===== src/sv/u8v_pkg.sv =====
`timescale 1ns / 1ps
`default_nettype none

package u8v_pkg;

    // Result codes
    typedef enum logic [1:0] {
        ST_OK      = 2'd0,
        ST_ERR     = 2'd1,
        ST_VALID   = 2'd2,
        ST_INVALID = 2'd3
    } status_t;

    // Byte class masks and patterns
    localparam logic [7:0] MASK_C0  = 8'hC0;
    localparam logic [7:0] MASK_E0  = 8'hE0;
    localparam logic [7:0] MASK_F0  = 8'hF0;
    localparam logic [7:0] MASK_F8  = 8'hF8;
    localparam logic [7:0] PAT_CONT = 8'h80;
    localparam logic [7:0] PAT_LEAD2 = 8'hC0;
    localparam logic [7:0] PAT_LEAD3 = 8'hE0;
    localparam logic [7:0] PAT_LEAD4 = 8'hF0;

    // Per-string tracking state
    typedef struct packed {
        logic [1:0] pending;
        logic       err;
    } track_t;

endpackage

`default_nettype wire


===== src/sv/u8v_in_if.sv =====
`timescale 1ns / 1ps
`default_nettype none

interface u8v_in_if;
    logic       valid;
    logic       ready;
    logic [7:0] text_byte;
    logic       last_byte;

    modport source (output valid, output text_byte, output last_byte, input ready);
    modport sink   (input valid, input text_byte, input last_byte, output ready);
endinterface

`default_nettype wire


===== src/sv/u8v_out_if.sv =====
`timescale 1ns / 1ps
`default_nettype none

interface u8v_out_if;
    logic       valid;
    logic       ready;
    logic [1:0] check_status;

    modport source (output valid, output check_status, input ready);
    modport sink   (input valid, input check_status, output ready);
endinterface

`default_nettype wire


===== src/sv/u8v_step.sv =====
`timescale 1ns / 1ps
`default_nettype none

module u8v_step (
    input  wire logic [7:0]       text_byte,
    input  wire logic             last_byte,
    input  wire u8v_pkg::track_t  cur,
    output u8v_pkg::track_t       nxt,
    output u8v_pkg::status_t      status
);
    import u8v_pkg::*;

    track_t upd;

    always_comb
    begin
        upd = cur;
        if (cur.pending != 2'd0)
        begin
            // expecting a continuation; a wrong byte still uses up the slot
            if ((text_byte & MASK_C0) != PAT_CONT)
            begin
                upd.err = 1'b1;
            end
            upd.pending = cur.pending - 2'd1;
        end
        else if (text_byte[7] == 1'b0)
        begin
            upd.pending = 2'd0;
        end
        else if ((text_byte & MASK_E0) == PAT_LEAD2)
        begin
            upd.pending = 2'd1;
        end
        else if ((text_byte & MASK_F0) == PAT_LEAD3)
        begin
            upd.pending = 2'd2;
        end
        else if ((text_byte & MASK_F8) == PAT_LEAD4)
        begin
            upd.pending = 2'd3;
        end
        else
        begin
            // stray continuation or 0xF8 and above
            upd.err = 1'b1;
        end
    end

    always_comb
    begin
        if (last_byte)
        begin
            status = (upd.err || (upd.pending != 2'd0)) ? ST_INVALID : ST_VALID;
            nxt    = '0;
        end
        else
        begin
            status = upd.err ? ST_ERR : ST_OK;
            nxt    = upd;
        end
    end

endmodule

`default_nettype wire


===== src/sv/utf8_structure_validator.sv =====
`timescale 1ns / 1ps
`default_nettype none

// UTF-8 structure validator, one byte per item.
// An accepted byte goes into the input register, then into the result register, where its status is shown.
// Throughput: 1 item per cycle unless result.ready stalls it; the state update loop sets this figure.
// Reset (rst_n low, async): both stages empty, pending count and error flag cleared.
// Every byte yields one status; the last byte of a string yields the verdict.
module utf8_structure_validator (
    input wire logic clk,
    input wire logic rst_n,
    u8v_in_if.sink   stream,
    u8v_out_if.source result
);
    import u8v_pkg::*;

    // Input register stage
    logic       in_valid_reg;
    logic [7:0] in_byte_reg;
    logic       in_last_reg;

    // Result register stage
    logic       out_valid_reg;
    status_t    out_status_reg;
    status_t    out_status_next;

    // String state, advanced when an item moves from input to result register
    track_t     track_reg;
    track_t     track_next;

    logic       advance;

    // The input stage moves on whenever the result slot is free or being drained.
    // A byte is taken while the input register is empty or moving on; with a
    // waiting result and a full input register, stream.ready drops.
    assign advance      = in_valid_reg && (!out_valid_reg || result.ready);
    assign stream.ready = !in_valid_reg || advance;

    u8v_step u_step (
        .text_byte (in_byte_reg),
        .last_byte (in_last_reg),
        .cur       (track_reg),
        .nxt       (track_next),
        .status    (out_status_next)
    );

    always_ff @(posedge clk or negedge rst_n)
    begin
        if (!rst_n)
        begin
            in_valid_reg  <= 1'b0;
            out_valid_reg <= 1'b0;
            track_reg     <= '0;
        end
        else
        begin
            if (stream.ready)
            begin
                in_valid_reg <= stream.valid;
            end
            if (advance)
            begin
                out_valid_reg <= 1'b1;
                track_reg     <= track_next;
            end
            else if (result.ready)
            begin
                out_valid_reg <= 1'b0;
            end
        end
    end

    // Payload registers, no reset
    always_ff @(posedge clk)
    begin
        if (stream.ready && stream.valid)
        begin
            in_byte_reg <= stream.text_byte;
            in_last_reg <= stream.last_byte;
        end
        if (advance)
        begin
            out_status_reg <= out_status_next;
        end
    end

    assign result.valid        = out_valid_reg;
    assign result.check_status = out_status_reg;

endmodule

`default_nettype wire

===== src/flat_wrapper.sv =====
// flat-port wrapper written by rule: the top's interface ports become plain ports
module utf8_structure_validator_flat import u8v_pkg::*;
  (clk, rst_n, stream_valid, stream_text_byte, stream_last_byte, stream_ready, result_valid, result_check_status, result_ready);
  u8v_in_if stream_i ();
  u8v_out_if result_i ();
  input wire logic clk;
  input wire logic rst_n;
  input wire logic [$bits(stream_i.valid)-1:0] stream_valid;
  input wire logic [$bits(stream_i.text_byte)-1:0] stream_text_byte;
  input wire logic [$bits(stream_i.last_byte)-1:0] stream_last_byte;
  output wire logic [$bits(stream_i.ready)-1:0] stream_ready;
  output wire logic [$bits(result_i.valid)-1:0] result_valid;
  output wire logic [$bits(result_i.check_status)-1:0] result_check_status;
  input wire logic [$bits(result_i.ready)-1:0] result_ready;
  assign stream_i.valid = stream_valid;
  assign stream_i.text_byte = stream_text_byte;
  assign stream_i.last_byte = stream_last_byte;
  assign stream_ready = stream_i.ready;
  assign result_valid = result_i.valid;
  assign result_check_status = result_i.check_status;
  assign result_i.ready = result_ready;
  utf8_structure_validator u_core (.clk(clk), .rst_n(rst_n), .stream(stream_i), .result(result_i));
endmodule

===== config.mk =====
export PLATFORM = sky130hd
export DESIGN_NAME = utf8_structure_validator_flat
export DESIGN_NICKNAME = d
export VERILOG_FILES = /design/src/sv/u8v_pkg.sv /design/src/sv/u8v_in_if.sv /design/src/sv/u8v_out_if.sv /design/src/sv/u8v_step.sv /design/src/sv/utf8_structure_validator.sv /design/src/flat_wrapper.sv
export SDC_FILE = /design/constraint.sdc
export NUM_CORES = 1
export LEC_CHECK = 0
export BUFFER_PORTS_ARGS = -buffer_cell sky130_fd_sc_hd__buf_2
export CORE_MARGIN = 1.5
export CORE_UTILIZATION = 35
export CTS_BUF_LIST = sky130_fd_sc_hd__clkbuf_8
export CTS_CLUSTER_DIAMETER = 50
export DETAILED_ROUTE_END_ITERATION = 6
export PLACE_DENSITY_LB_ADDON = 0.08
export SYNTH_ARGS = -nofsm -noshare
export SYNTH_HDL_FRONTEND = slang
export SYNTH_SLANG_ARGS = --single-unit

===== constraint.sdc =====
create_clock -name clk -period 1.33 [get_ports clk]
set_clock_uncertainty 0.05 [all_clocks]
set_input_delay 0.133 -clock clk [delete_from_list [all_inputs] [get_ports clk]]
set_output_delay 0.133 -clock clk [all_outputs]
set_load 0.01 [all_outputs]

==> metrics.csv <==
stage;metric;value;unit
layout;n_antenna_cell;0;
cts;cts_buffers;3;
worst_setup_path;rrSetupSlack;100;ps
sta;slew_violations;0;
power_and_ir_drop;peakVddDrop;0.652;mV
synthesis;synth_cells;42;
synthesis;synth_fp_nets;55;
routing;wl_per_cell;12.3;um
sta;fin_crit_sh;92.4;%
sta;worst_slew_pin_slew;264;ps
cts;cts_root_buffer;clkbuf_8;
worst_setup_path;endpoint_kind;flip-flop;
layout;layout-drive-gt1-share;33.3;%
cts;cts_tree;yes;
global_route;grt_pass1_vias;397;
placement;gp_congestion;0.739;
floorplan;pin_count;17;
routing;via_count;373;
floorplan;die_w;42.3;um
cts;htreeDepth;1;
global_route;overflow;0;
worst_hold_path;hold_class;in2reg;
power_and_ir_drop;power_density;1370;mW/mm^2
worst_setup_path;reg2reg_to;u_core.in_byte_reg[3];
layout;fin_util;46.3;%
global_route;grt_use_total;11.9;%
worst_setup_path;worstPathRequired;1200;ps
worst_setup_path;path_class;reg2reg;
worst_hold_path;min_from;stream_text_byte[3];
global_route;grt_use_met3;4.31;%
sta;slew_headroom;82.4;%
worst_setup_path;critPathArrivalTime;1100;ps
synthesis;yosysSeqAreaShare;67.4;%
global_route;gr-max-usage-layer;met2;
synthesis;syn_area_per_cell;12.9;sq um
power_and_ir_drop;seqPwrFrac;52.5;%
layout;largest_register_ffs;5;
routing;post-route-drc-count;0;
power_and_ir_drop;intPower;0.718;mW
sta;fmax;814;MHz
power_and_ir_drop;swShare;22.9;%
global_route;grt_start_max_net_pins;8;
layout;layout.nets;74;
synthesis;ys_warn_count;0;
floorplan;die_h;42.3;um
global_route;grtUsageMet1;11.0;%
worst_setup_path;worstRegToRegCells;2;
cts;clockBufferDepth;2;
synthesis;synth-seq-cells;13;
power_and_ir_drop;p_clk_share;36.3;%
cts;clkLatencyLatePin;240;ps
routing;drt_iter0_drc;2;
placement;dp_hpwl;760;um
worst_setup_path;reg2reg_from;u_core.result.valid;
routing;vias_per_cell;4.91;
sta;fin_setup_tns;0;ps
floorplan;die_area;0.00179;sq mm
global_route;met2_usage;20.9;%
floorplan;rows;14;
run_status;status;finished, final reports clean;
worst_setup_path;cp_max_fo;6;
cts;path_clk_slew;50;ps
global_route;antenna_found_initial;0;
worst_hold_path;hold_depth;1;
sta;grt_setup_unrepaired;false;
global_route;grt_pass1_wl;1520;um
power_and_ir_drop;p_leak;0.300;nW
layout;syn2layout_area_growth;25.9;%
layout;fillers;147;
synthesis;netlist_area;542;sq um
cts;clkSinkCount;13;
layout;final_cell_mix;13 x buf_2, 8 x edfxtp_1, 5 x dfrtp_1, 4 x inv_1;
routing;routed_wl;934;um
sta;period_minus_slack;1230;ps
power_and_ir_drop;power_frac_comb;11.2;%
worst_hold_path;min_to;u_core.in_byte_reg[3];
worst_setup_path;cp-start-kind;flip-flop;
routing;ant_nets;0;
floorplan;core_area;0.00147;sq mm
placement;io_buffer_count;13;
floorplan;initial_core_util;36.8;%
synthesis;yosys.cell_types.count;21;
routing;dr.pass1.iters;2;
sta;setup_viol_count_final;0;
job;maxCapViolCount;0;
sta;final_hold_viol_count;0;
power_and_ir_drop;p_sw;0.213;mW
layout;final_common_cell;buf_2;
[how the worst max path moves through the flow]
stage	from	to	slack (ps)
CTS	u_core.result.valid	u_core.in_byte_reg[3]	90
global placement	u_core.result.valid	u_core.in_byte_reg[3]	170
floorplan	u_core.result.valid	u_core.in_byte_reg[3]	90
global route	u_core.result.valid	u_core.in_byte_reg[3]	40
finish	u_core.result.valid	u_core.in_byte_reg[3]	100
detailed placement	u_core.result.valid	u_core.in_byte_reg[3]	100
[critical path, stage by stage (launching register included)]
cell and delay, ps:
dfrtp_1 420, nand3b_1 140, and2_1 300
[routing by layer]
layer,share of wire [%],wire (um)
met1,38,354
met2,53,491
met3,7.1,66
met4,2.2,21
met5,0,0
[synthesized netlist by cell type]
cell type  instances  share of area (%)
and2_1             2                2.3
a31oi_1            1                1.2
nand3_1            1               0.92
nand2_1            3                2.1
o21ai_1            3                2.8
inv_1              3                2.1
o21ai_0            2                1.8
nand4_1            1                1.2
a21oi_1            1               0.92
nor2b_1            1                1.2
nor2_1             2                1.4
nand3b_1           1                1.4
and3_1             1                1.2
nand2b_4           1                2.5
edfxtp_1           8                 44
nand2b_1           2                2.3
o31ai_2            1                2.3
nand2_4            1                2.1
dfrtp_1            5                 23
a22oi_1            1                1.4
or2_4              1                1.6
[area by class of cell]
| type | instances | area [sq um] | area share [%] |
|---|---|---|---|
| timing repair buffer | 14 | 75.1 | 11.0 |
| sequential | 13 | 365 | 53.6 |
| multi-input combinational | 26 | 165 | 24.2 |
| inverter | 3 | 11.3 | 1.65 |
| tap | 16 | 20.0 | 2.94 |
| clock inverter | 1 | 3.75 | 0.550 |
| clock buffer | 3 | 41.3 | 6.06 |
[what timing repair did]
action                                  in CTS  in global routing
hold buffers                                 1                  0
endpoints found under the hold margin        5                  0
buffers inserted                             0                  0
endpoints found under the setup margin       0                  0
resized for setup                            0                  0
[power groups by stage]
stage / combinational, mW / sequential (mW) / clock, mW
6_report: 0.104 / 0.489 / 0.338
5_1_grt: 0.115 / 0.493 / 0.371
4_1_cts: 0.105 / 0.489 / 0.348
3_5_place_dp: 0.103 / 0.497 / 0
3_3_place_gp: 0.0965 / 0.494 / 0
2_1_floorplan: 0.0595 / 0.496 / 0
[kinds of logic after synthesis]
group / after synthesis / share of synthesized area [%]
AOI/OAI and AO/OA: 9 / 10.4
buffers and inverters: 3 / 2.08
DFF: 13 / 67.4
and+or+nand+nor: 17 / 20.1
[metrics by stage]
stage | hold slack (ps) | area (sq um) | cells | setup WS, ps | total power [mW]
floorplan | -213 | 542 | 42 | 85.6 | 0.556
global placement | -97.7 | 627 | 71 | 167 | 0.590
detailed placement | -94.1 | 627 | 71 | 104 | 0.600
CTS | 12.3 | 682 | 76 | 92.0 | 0.943
global route | 10.4 | 682 | 76 | 43.2 | 0.979
finish | 17.5 | 682 | 76 | 101 | 0.931
Power figures use the tool's default switching activity.
